`src/hw/rtl/vasw_pkg.sv`:
```
`default_nettype none

package vasw_pkg;

   localparam int VOICE_COUNT = 8;
   localparam int PAD_COUNT   = 16;

   localparam int CH_W = (VOICE_COUNT > 1) ? $clog2(VOICE_COUNT) : 1;

   // The gain pipeline needs three register stages after the capture.
   localparam int GAIN_STAGES = 3;
   localparam int SCAN_CYCLES = (VOICE_COUNT > GAIN_STAGES) ? VOICE_COUNT : GAIN_STAGES;
   localparam int CNT_W       = (SCAN_CYCLES > 1) ? $clog2(SCAN_CYCLES) : 1;

   localparam int PAD_W    = 5;
   localparam int VEL_W    = 8;
   localparam int VOL_W    = 8;
   localparam int BUSY_W   = 8;
   localparam int TIME_W   = 32;
   localparam int CHAN_W   = 3;
   localparam int GAIN_W   = 8;
   localparam int MASTER_W = 8;

   localparam logic [MASTER_W-1:0] MASTER_RESET = 8'd255;
   localparam logic [PAD_W:0]      PAD_LIMIT    = (PAD_W+1)'(PAD_COUNT);

   // Two truncating divisions by 127 and 255 equal one by their product.
   localparam int GAIN_DIV = 127 * 255;
   localparam int PROD1_W  = VOL_W + VEL_W;
   localparam int PROD2_W  = PROD1_W + MASTER_W;
   localparam int RECIP_SH = 32;
   localparam int RECIP_W  = 18;
   localparam logic [RECIP_W-1:0] GAIN_RECIP = RECIP_W'((64'd1 << RECIP_SH) / GAIN_DIV);
   localparam int QUOT_W   = 10;
   localparam logic [QUOT_W-1:0]  GAIN_SAT   = QUOT_W'(255);
   localparam logic [GAIN_W-1:0]  GAIN_MAX   = 8'd255;

   typedef enum logic [1:0] {
      STATUS_OK         = 2'd0,
      STATUS_PAD_RANGE  = 2'd1,
      STATUS_ZERO_VEL   = 2'd2,
      STATUS_EMPTY_PAD  = 2'd3
   } status_type;

   typedef enum logic [1:0] {
      FSM_IDLE  = 2'd0,
      FSM_SCAN  = 2'd1,
      FSM_WRITE = 2'd2
   } fsm_type;

   typedef struct packed {
      logic             capture;
      logic             scan_en;
      logic [CNT_W-1:0] scan_idx;
      logic             commit;
   } ctrl_cmd_type;

   typedef struct packed {
      logic out_free;
   } dp_sts_type;

endpackage

`default_nettype wire

```
`src/hw/rtl/vasw_ctrl.sv`:
```
`default_nettype none

module vasw_ctrl (
   input  wire logic                  clock,
   input  wire logic                  reset,
   input  wire logic                  req_valid,
   output logic                       req_ready,
   input  wire vasw_pkg::dp_sts_type  sts,
   output vasw_pkg::ctrl_cmd_type     cmd
);

   vasw_pkg::fsm_type              state_ff, state_in;
   logic [vasw_pkg::CNT_W-1:0]     cnt_ff, cnt_in;

   always_ff @(posedge clock) begin
      if (reset) begin
         state_ff <= vasw_pkg::FSM_IDLE;
         cnt_ff   <= '0;
      end else begin
         state_ff <= state_in;
         cnt_ff   <= cnt_in;
      end
   end

   always_comb begin
      state_in     = state_ff;
      cnt_in       = cnt_ff;
      req_ready    = 1'b0;
      cmd.capture  = 1'b0;
      cmd.scan_en  = 1'b0;
      cmd.scan_idx = cnt_ff;
      cmd.commit   = 1'b0;
      unique case (state_ff)
         vasw_pkg::FSM_IDLE: begin
            req_ready = 1'b1;
            cnt_in    = '0;
            if (req_valid) begin
               cmd.capture = 1'b1;
               state_in    = vasw_pkg::FSM_SCAN;
            end
         end
         vasw_pkg::FSM_SCAN: begin
            cmd.scan_en = 1'b1;
            if (cnt_ff == vasw_pkg::CNT_W'(vasw_pkg::SCAN_CYCLES - 1)) begin
               state_in = vasw_pkg::FSM_WRITE;
            end else begin
               cnt_in = cnt_ff + 1'b1;
            end
         end
         vasw_pkg::FSM_WRITE: begin
            if (sts.out_free) begin
               cmd.commit = 1'b1;
               state_in   = vasw_pkg::FSM_IDLE;
            end
         end
         default: begin
            state_in = vasw_pkg::FSM_IDLE;
         end
      endcase
   end

   ap_commit_only_in_write: assert property (@(posedge clock) disable iff (reset)
      cmd.commit |=> state_ff == vasw_pkg::FSM_IDLE)
      else $error("Commit did not return the controller to idle.");

   ap_capture_starts_scan: assert property (@(posedge clock) disable iff (reset)
      cmd.capture |=> (state_ff == vasw_pkg::FSM_SCAN) && (cnt_ff == '0))
      else $error("Scan did not start from the first voice.");

endmodule

`default_nettype wire

```
`src/hw/rtl/vasw_dp.sv`:
```
`default_nettype none

module vasw_dp (
   input  wire logic                                clock,
   input  wire logic                                reset,
   input  wire vasw_pkg::ctrl_cmd_type              cmd,
   output vasw_pkg::dp_sts_type                     sts,
   input  wire logic                                csr_we,
   input  wire logic [vasw_pkg::MASTER_W-1:0]       csr_wdata,
   input  wire logic                                req_cmd,
   input  wire logic [vasw_pkg::PAD_W-1:0]          req_pad,
   input  wire logic [vasw_pkg::VEL_W-1:0]          req_velocity,
   input  wire logic [vasw_pkg::VOL_W-1:0]          req_sample_volume,
   input  wire logic                                req_sample_loaded,
   input  wire logic [vasw_pkg::BUSY_W-1:0]         req_busy_mask,
   input  wire logic [vasw_pkg::TIME_W-1:0]         req_now_ms,
   output logic                                     rsp_valid,
   input  wire logic                                rsp_ready,
   output logic                                     rsp_accepted,
   output logic [1:0]                               rsp_status,
   output logic [vasw_pkg::CHAN_W-1:0]              rsp_channel,
   output logic                                     rsp_stolen,
   output logic [vasw_pkg::GAIN_W-1:0]              rsp_gain
);

   localparam int VC   = vasw_pkg::VOICE_COUNT;
   localparam int CW   = vasw_pkg::CH_W;
   localparam int TW   = vasw_pkg::TIME_W;
   localparam int P1W  = vasw_pkg::PROD1_W;
   localparam int P2W  = vasw_pkg::PROD2_W;
   localparam int QW   = vasw_pkg::QUOT_W;
   localparam int RPW  = P2W + vasw_pkg::RECIP_W;
   localparam logic [P2W:0] DIV_V = (P2W+1)'(vasw_pkg::GAIN_DIV);

   logic                            cmd_ff, loaded_ff;
   logic [vasw_pkg::PAD_W-1:0]      pad_ff;
   logic [vasw_pkg::VEL_W-1:0]      vel_ff;
   logic [vasw_pkg::VOL_W-1:0]      svol_ff;
   logic [vasw_pkg::BUSY_W-1:0]     busy_ff;
   logic [TW-1:0]                   now_ff;
   logic [vasw_pkg::MASTER_W-1:0]   master_ff;

   logic [vasw_pkg::PAD_W-1:0]      voice_pad_ff [VC];
   logic [vasw_pkg::PAD_W-1:0]      voice_pad_in [VC];
   logic [TW-1:0]                   voice_start_ff [VC];
   logic [TW-1:0]                   voice_start_in [VC];

   logic [TW-1:0]                   best_ff, best_in;
   logic [CW-1:0]                   best_ch_ff, best_ch_in;

   logic [P1W-1:0]                  prod1_ff;
   logic [P2W-1:0]                  prod2_ff;
   logic [QW-1:0]                   quot_ff;
   logic [RPW-1:0]                  recip_prod;
   logic [P2W:0]                    back_prod, remainder;
   logic [vasw_pkg::GAIN_W-1:0]     gain_c;

   logic                            rsp_valid_ff, rsp_valid_in;
   logic                            rsp_accepted_ff, rsp_accepted_in;
   vasw_pkg::status_type            rsp_status_ff, rsp_status_in;
   logic [vasw_pkg::CHAN_W-1:0]     rsp_channel_ff, rsp_channel_in;
   logic                            rsp_stolen_ff, rsp_stolen_in;
   logic [vasw_pkg::GAIN_W-1:0]     rsp_gain_ff, rsp_gain_in;

   vasw_pkg::status_type            check_c;
   logic                            idle_found;
   logic [CW-1:0]                   idle_ch, pick_ch;
   logic [CW-1:0]                   scan_ch;
   logic                            scan_live;
   logic                            protected_c;
   logic [CW+vasw_pkg::CHAN_W-1:0]  chan_ext;

   always_ff @(posedge clock) begin
      if (cmd.capture) begin
         cmd_ff    <= req_cmd;
         pad_ff    <= req_pad;
         vel_ff    <= req_velocity;
         svol_ff   <= req_sample_volume;
         loaded_ff <= req_sample_loaded;
         busy_ff   <= req_busy_mask;
         now_ff    <= req_now_ms;
      end
      prod1_ff <= P1W'(svol_ff) * P1W'(vel_ff);
      prod2_ff <= P2W'(prod1_ff) * P2W'(master_ff);
      quot_ff  <= recip_prod[RPW-1 -: QW];
      best_ff    <= best_in;
      best_ch_ff <= best_ch_in;
      rsp_accepted_ff <= rsp_accepted_in;
      rsp_status_ff   <= rsp_status_in;
      rsp_channel_ff  <= rsp_channel_in;
      rsp_stolen_ff   <= rsp_stolen_in;
      rsp_gain_ff     <= rsp_gain_in;
   end

   always_ff @(posedge clock) begin
      if (reset) begin
         master_ff    <= vasw_pkg::MASTER_RESET;
         rsp_valid_ff <= 1'b0;
         for (int c = 0; c < VC; c++) begin
            voice_pad_ff[c]   <= '0;
            voice_start_ff[c] <= '0;
         end
      end else begin
         if (csr_we) begin
            master_ff <= csr_wdata;
         end
         rsp_valid_ff <= rsp_valid_in;
         for (int c = 0; c < VC; c++) begin
            voice_pad_ff[c]   <= voice_pad_in[c];
            voice_start_ff[c] <= voice_start_in[c];
         end
      end
   end

   assign recip_prod = RPW'(prod2_ff) * RPW'(vasw_pkg::GAIN_RECIP);
   assign back_prod  = (P2W+1)'(quot_ff) * DIV_V;
   assign remainder  = (P2W+1)'(prod2_ff) - back_prod;

   always_comb begin
      if (quot_ff >= vasw_pkg::GAIN_SAT) begin
         gain_c = vasw_pkg::GAIN_MAX;
      end else begin
         gain_c = quot_ff[vasw_pkg::GAIN_W-1:0]
                + vasw_pkg::GAIN_W'(remainder >= DIV_V);
      end
   end

   always_comb begin
      if ({1'b0, pad_ff} >= vasw_pkg::PAD_LIMIT) begin
         check_c = vasw_pkg::STATUS_PAD_RANGE;
      end else if (vel_ff == '0) begin
         check_c = vasw_pkg::STATUS_ZERO_VEL;
      end else if (!loaded_ff) begin
         check_c = vasw_pkg::STATUS_EMPTY_PAD;
      end else begin
         check_c = vasw_pkg::STATUS_OK;
      end
   end

   always_comb begin
      idle_found = 1'b0;
      idle_ch    = '0;
      for (int c = VC - 1; c >= 0; c--) begin
         if ((c >= vasw_pkg::BUSY_W) || !busy_ff[c % vasw_pkg::BUSY_W]) begin
            idle_found = 1'b1;
            idle_ch    = CW'(c);
         end
      end
   end

   assign scan_ch     = cmd.scan_idx[CW-1:0];
   assign scan_live   = cmd.scan_en && (32'(cmd.scan_idx) < 32'(VC));
   assign protected_c = (voice_pad_ff[scan_ch] == '0) && (pad_ff != '0);

   always_comb begin
      best_in    = best_ff;
      best_ch_in = best_ch_ff;
      if (cmd.capture) begin
         best_in    = '1;
         best_ch_in = '0;
      end else if (scan_live && !protected_c && (voice_start_ff[scan_ch] < best_ff)) begin
         best_in    = voice_start_ff[scan_ch];
         best_ch_in = scan_ch;
      end
   end

   assign pick_ch  = idle_found ? idle_ch : best_ch_ff;
   assign chan_ext = (CW+vasw_pkg::CHAN_W)'(pick_ch);

   always_comb begin
      rsp_valid_in    = rsp_valid_ff && !rsp_ready;
      rsp_accepted_in = rsp_accepted_ff;
      rsp_status_in   = rsp_status_ff;
      rsp_channel_in  = rsp_channel_ff;
      rsp_stolen_in   = rsp_stolen_ff;
      rsp_gain_in     = rsp_gain_ff;
      for (int c = 0; c < VC; c++) begin
         voice_pad_in[c]   = voice_pad_ff[c];
         voice_start_in[c] = voice_start_ff[c];
      end
      if (cmd.commit) begin
         rsp_valid_in    = 1'b1;
         rsp_accepted_in = 1'b0;
         rsp_status_in   = vasw_pkg::STATUS_OK;
         rsp_channel_in  = '0;
         rsp_stolen_in   = 1'b0;
         rsp_gain_in     = '0;
         if (cmd_ff) begin
            for (int c = 0; c < VC; c++) begin
               voice_pad_in[c]   = '0;
               voice_start_in[c] = '0;
            end
         end else if (check_c != vasw_pkg::STATUS_OK) begin
            rsp_status_in = check_c;
         end else begin
            rsp_accepted_in         = 1'b1;
            rsp_channel_in          = chan_ext[vasw_pkg::CHAN_W-1:0];
            rsp_stolen_in           = !idle_found;
            rsp_gain_in             = gain_c;
            voice_pad_in[pick_ch]   = pad_ff;
            voice_start_in[pick_ch] = now_ff;
         end
      end
   end

   assign sts.out_free = !rsp_valid_ff || rsp_ready;

   assign rsp_valid    = rsp_valid_ff;
   assign rsp_accepted = rsp_accepted_ff;
   assign rsp_status   = rsp_status_ff;
   assign rsp_channel  = rsp_channel_ff;
   assign rsp_stolen   = rsp_stolen_ff;
   assign rsp_gain     = rsp_gain_ff;

   ap_remainder_in_range: assert property (@(posedge clock) disable iff (reset)
      cmd.commit && (quot_ff < vasw_pkg::GAIN_SAT) |-> remainder < (DIV_V << 1))
      else $error("Gain quotient estimate is off by more than one.");

   ap_steal_scanned: assert property (@(posedge clock) disable iff (reset)
      cmd.commit && !cmd_ff && !idle_found && (best_ff != '1)
      |-> !((voice_pad_ff[best_ch_ff] == '0) && (pad_ff != '0)))
      else $error("A protected voice was chosen for stealing.");

endmodule

`default_nettype wire

```
`src/hw/rtl/voice_allocator_with_stealing_core.sv`:
```
`default_nettype none

// Channel   Direction  Handshake            Payload
// req_      in         req_valid/req_ready  cmd, pad, velocity, sample_volume,
//                                           sample_loaded, busy_mask, now_ms
// rsp_      out        rsp_valid/rsp_ready  accepted, status, channel, stolen, gain
// csr_      in         csr_we               master_volume on csr_wdata
//
// The search for the oldest voice reads one voice per cycle and lasts at least as long as
// the gain pipeline; then the write state writes the result and the voice state once the
// output is free. One item is in work at a time; the next is taken in the cycle after the
// result is written, while the result may still wait for rsp_ready.
// A stalled output holds the controller in its write state until the result is taken.
// Reset clears all voices and sets the master volume to 255.

module voice_allocator_with_stealing_core (
   input  wire logic                            clock,
   input  wire logic                            reset,
   input  wire logic                            csr_we,
   input  wire logic [vasw_pkg::MASTER_W-1:0]   csr_wdata,
   input  wire logic                            req_valid,
   output logic                                 req_ready,
   input  wire logic                            req_cmd,
   input  wire logic [vasw_pkg::PAD_W-1:0]      req_pad,
   input  wire logic [vasw_pkg::VEL_W-1:0]      req_velocity,
   input  wire logic [vasw_pkg::VOL_W-1:0]      req_sample_volume,
   input  wire logic                            req_sample_loaded,
   input  wire logic [vasw_pkg::BUSY_W-1:0]     req_busy_mask,
   input  wire logic [vasw_pkg::TIME_W-1:0]     req_now_ms,
   output logic                                 rsp_valid,
   input  wire logic                            rsp_ready,
   output logic                                 rsp_accepted,
   output logic [1:0]                           rsp_status,
   output logic [vasw_pkg::CHAN_W-1:0]          rsp_channel,
   output logic                                 rsp_stolen,
   output logic [vasw_pkg::GAIN_W-1:0]          rsp_gain
);

   vasw_pkg::ctrl_cmd_type   cmd;
   vasw_pkg::dp_sts_type     sts;

   vasw_ctrl u_ctrl (
      .clock     (clock),
      .reset     (reset),
      .req_valid (req_valid),
      .req_ready (req_ready),
      .sts       (sts),
      .cmd       (cmd)
   );

   vasw_dp u_dp (
      .clock             (clock),
      .reset             (reset),
      .cmd               (cmd),
      .sts               (sts),
      .csr_we            (csr_we),
      .csr_wdata         (csr_wdata),
      .req_cmd           (req_cmd),
      .req_pad           (req_pad),
      .req_velocity      (req_velocity),
      .req_sample_volume (req_sample_volume),
      .req_sample_loaded (req_sample_loaded),
      .req_busy_mask     (req_busy_mask),
      .req_now_ms        (req_now_ms),
      .rsp_valid         (rsp_valid),
      .rsp_ready         (rsp_ready),
      .rsp_accepted      (rsp_accepted),
      .rsp_status        (rsp_status),
      .rsp_channel       (rsp_channel),
      .rsp_stolen        (rsp_stolen),
      .rsp_gain          (rsp_gain)
   );

   ap_accept_one_at_a_time: assert property (@(posedge clock) disable iff (reset)
      req_valid && req_ready |=> !req_ready)
      else $error("A second item was taken while one was in work.");

   ap_accepted_is_ok: assert property (@(posedge clock) disable iff (reset)
      rsp_valid && rsp_accepted |-> rsp_status == vasw_pkg::STATUS_OK)
      else $error("An assigned voice carries a reject status.");

   ap_stolen_needs_accept: assert property (@(posedge clock) disable iff (reset)
      rsp_valid && !rsp_accepted |-> !rsp_stolen && (rsp_channel == '0) && (rsp_gain == '0))
      else $error("A rejected item carries voice fields.");

endmodule

`default_nettype wire

```
`config.mk`:
```
export PLATFORM = sky130hd
export DESIGN_NAME = voice_allocator_with_stealing_core
export DESIGN_NICKNAME = d
export VERILOG_FILES = /design/src/hw/rtl/vasw_pkg.sv /design/src/hw/rtl/vasw_ctrl.sv /design/src/hw/rtl/vasw_dp.sv /design/src/hw/rtl/voice_allocator_with_stealing_core.sv
export SDC_FILE = /design/constraint.sdc
export NUM_CORES = 2
export LEC_CHECK = 0
export ABC_AREA = 1
export BUFFER_PORTS_ARGS = -buffer_cell sky130_fd_sc_hd__clkbuf_2
export CAP_MARGIN = 20
export CORE_MARGIN = 4
export CORE_UTILIZATION = 45
export CTS_CLUSTER_SIZE = 28
export DETAILED_ROUTE_END_ITERATION = 16
export PLACE_DENSITY_LB_ADDON = 0.25
export SYNTH_ARGS = -nofsm -noshare
export SYNTH_HDL_FRONTEND = slang
export SYNTH_SLANG_ARGS = --single-unit
```
`constraint.sdc`:
```
create_clock -name clock -period 7.1 [get_ports clock]
set_clock_uncertainty 0.15 [all_clocks]
set_input_delay 0.71 -clock clock [delete_from_list [all_inputs] [get_ports clock]]
set_output_delay 0.71 -clock clock [all_outputs]
set_load 0.02 [all_outputs]
```
==> results.json <==
{
  "status": "complete, no violations",
  "cts_resized": 0,
  "layout-drive-gt1-share_pct": 6.13,
  "cts_hold_buffers": 0,
  "yosys_warnings": 0,
  "start_kind": "register",
  "syn_to_final_growth_pct": 8.28,
  "cts_root_buf": "clkbuf_16",
  "cts_tree": "yes",
  "antenna_left": 0,
  "clockBufferDepth": 3,
  "end_kind": "register",
  "dieArea_mm2": 0.0806,
  "initial_utilization_pct": 45.7,
  "diodes": 0,
  "gr-total-overflow": 0,
  "synth.net_count": 5050,
  "crit_path_max_fanout": 7,
  "row_count": 100,
  "synth_edf_count": 78,
  "antenna_found_initial": 0,
  "worstSkewPairLatency_ps": 640,
  "rsz0062_at_grt": "no",
  "drc": 0,
  "drv_cap": 0,
  "post_cts_buffers": 0,
  "tightest_slew_ps": 1090,
  "async_reset_ff_share_pct": 0,
  "hp-class": "input pin to register",
  "hold_violations": 0,
  "numCtsBuffers": 55,
  "place.gp.congestion": 0.891,
  "layout.nets": 5031,
  "dieWidth_um": 284,
  "routed_wl_mm": 89.9,
  "synth_seq_cells": 476,
  "crit_arrival_ps": 6570,
  "fmax_mhz": 159,
  "fp.dieH_um": 284,
  "htreeDepth": 2,
  "syn_area_mm2": 0.0343,
  "ys_seq_area_share_pct": 30.1,
  "portBuffers": 92,
  "wl_per_cell_um": 16.7,
  "grt_pass1_wl_mm": 145,
  "drv_slew": 0,
  "syn_inst": 4395,
  "via_count": 27626,
  "dr.pass1.iters": 6,
  "setup_viol_count_final": 0,
  "avgSynthCellArea_um2": 7.79,
  "relSlewSlack_pct": 27.1,
  "pin_count": 93,
  "vias_per_cell": 5.13,
  "first_iter_violations": 1996,
  "ys.flop_type": "dfxtp_1",
  "clkSinkCount": 476,
  "dp_hpwl_mm": 61.1,
  "grt_max_degree": 119,
  "track_usage_pct": 22.0,
  "layout_min_cycle_time_ps": 6270,
  "crit_required_ps": 7400,
  "finalSetupTns_ps": 0,
  "yosysUniqueCellTypes": 51,
  "critical_path_class": "register to register",
  "grt_pass1_vias": 27104,
  "clk_pin_slew_worst_paths_ps": 60,
  "core_area_mm2": 0.0749,
  "final.period_utilization_pct": 88.3
}
synth_stat cells, drive strengths merged, types with 6 or more instances:
| master | instances | area, um^2 |
|---|---|---|
| a21oi | 406 | 2030 |
| a31oi | 45 | 282 |
| buf | 74 | 490 |
| clkbuf | 126 | 474 |
| dfxtp | 398 | 7970 |
| edfxtp | 78 | 2340 |
| fa | 238 | 4760 |
| ha | 341 | 4270 |
| inv | 703 | 2640 |
| nand2 | 1072 | 4030 |
| nand3 | 130 | 651 |
| nand4 | 24 | 150 |
| nor2 | 386 | 1780 |
| nor3 | 14 | 70.1 |
| nor4 | 14 | 93.8 |
| o211ai | 6 | 45.0 |
| o21a | 9 | 67.6 |
| o21ai | 189 | 1010 |
| o21bai | 8 | 60.1 |
| o22ai | 36 | 225 |
| xnor2 | 24 | 210 |
| xor2 | 43 | 377 |
cell type report:
type                    count  area, um^2
flip-flops and latches    476       10300
multi-input cells        3011       20300
inverters                 708        2660
fillers                  7296       37900
clock inverters            19         253
well taps                 969        1210
clock buffers              82        1590
repair buffers            124         709
worst paths after layout:
check	startpoint	endpoint	slack, ps	cells after the start
setup / recovery	u_dp.quot_ff[8]	u_dp.rsp_gain[7]	830	26
hold / removal	req_now_ms[18]	u_dp.now_ff[18]	90	1
setup reg to reg	u_dp.quot_ff[8]	u_dp.rsp_gain[7]	830	26
hold reg to reg	u_dp.voice_pad_ff[4][4]	u_dp.voice_pad_ff[4][4]	290	2
state kept, by name, summed over array words and instances, names as in the netlist, 2 cells and up, named ones only:
signal,cells
u_dp.vel_ff,8
u_dp.busy_ff,8
u_ctrl.cnt_ff,3
u_dp.svol_ff,8
u_dp.voice_pad_ff,40
u_dp.quot_ff,10
u_dp.rsp_gain,8
u_dp.best_ff,32
u_dp.voice_start_ff,256
u_dp.now_ff,32
u_dp.rsp_channel,3
u_ctrl.state_ff,2
u_dp.pad_ff,5
u_dp.prod1_ff,16
u_dp.prod2_ff,24
u_dp.rsp_status,2
u_dp.best_ch_ff,3
u_dp.master_ff,8
critical path: stages, from the launching register on:
cell and delay [ps]:
dfxtp_1 410, fa_1 640, inv_1 110, fa_1 500
inv_1 60, fa_1 530, inv_1 50, fa_1 490
inv_1 50, fa_1 520, inv_1 40, ha_1 350
a21oi_1 280, o21ai_0 190, a221oi_1 320, o21ai_0 140
nand2_1 70, nand2_1 60, nand4_1 70, nor2_1 50
nand2_1 110, ha_1 240, nand2_1 90, inv_1 80
nand3_1 80, or2_2 270, a31oi_1 150
cell families (layout without fill, tap and decap cells):
group / after synthesis / after routing / share of synthesized area [%]
flops: 476 / 476 / 30.1
xor+xnor: 67 / 67 / 1.71
compound gates: 718 / 718 / 11.3
buf+inv: 908 / 933 / 10.6
simple gates: 1647 / 1647 / 19.9
fa+ha+maj: 579 / 579 / 26.4
cell usage in the layout (no fill, tap or decap), drive strengths merged, types with 45 or more instances in the layout:
| master | count |
|---|---|
| clkbuf | 174 |
| inv | 704 |
| a31oi | 45 |
| nand3 | 130 |
| ha | 341 |
| dfxtp | 398 |
| a21oi | 406 |
| o21ai | 189 |
| fa | 238 |
| edfxtp | 78 |
| nand2 | 1072 |
| nor2 | 386 |
through the flow:
step	worst slack [ps]	hold slack (ps)	cell area, um^2	std cells	utilization [%]
global route	427	60.7	37100	5389	49.5
detailed placement	876	282	35200	5288	47.0
CTS	872	57.5	37100	5389	49.5
floorplan	1480	267	34300	4395	-
finish	828	92.5	37100	5389	49.5
global placement	931	277	35200	5288	47.0
layer usage:
metal	track usage (%)	up-vias	part of all wire, %
met5	0	-	0
met4	6.04	0	2.4
met3	3.33	127	6.2
met2	35.7	723	45
met1	30.5	12963	46
li1	-	13813	-
Power is not shown: default switching activity piles up to over one toggle a cycle in this logic, so the estimate is an artifact.
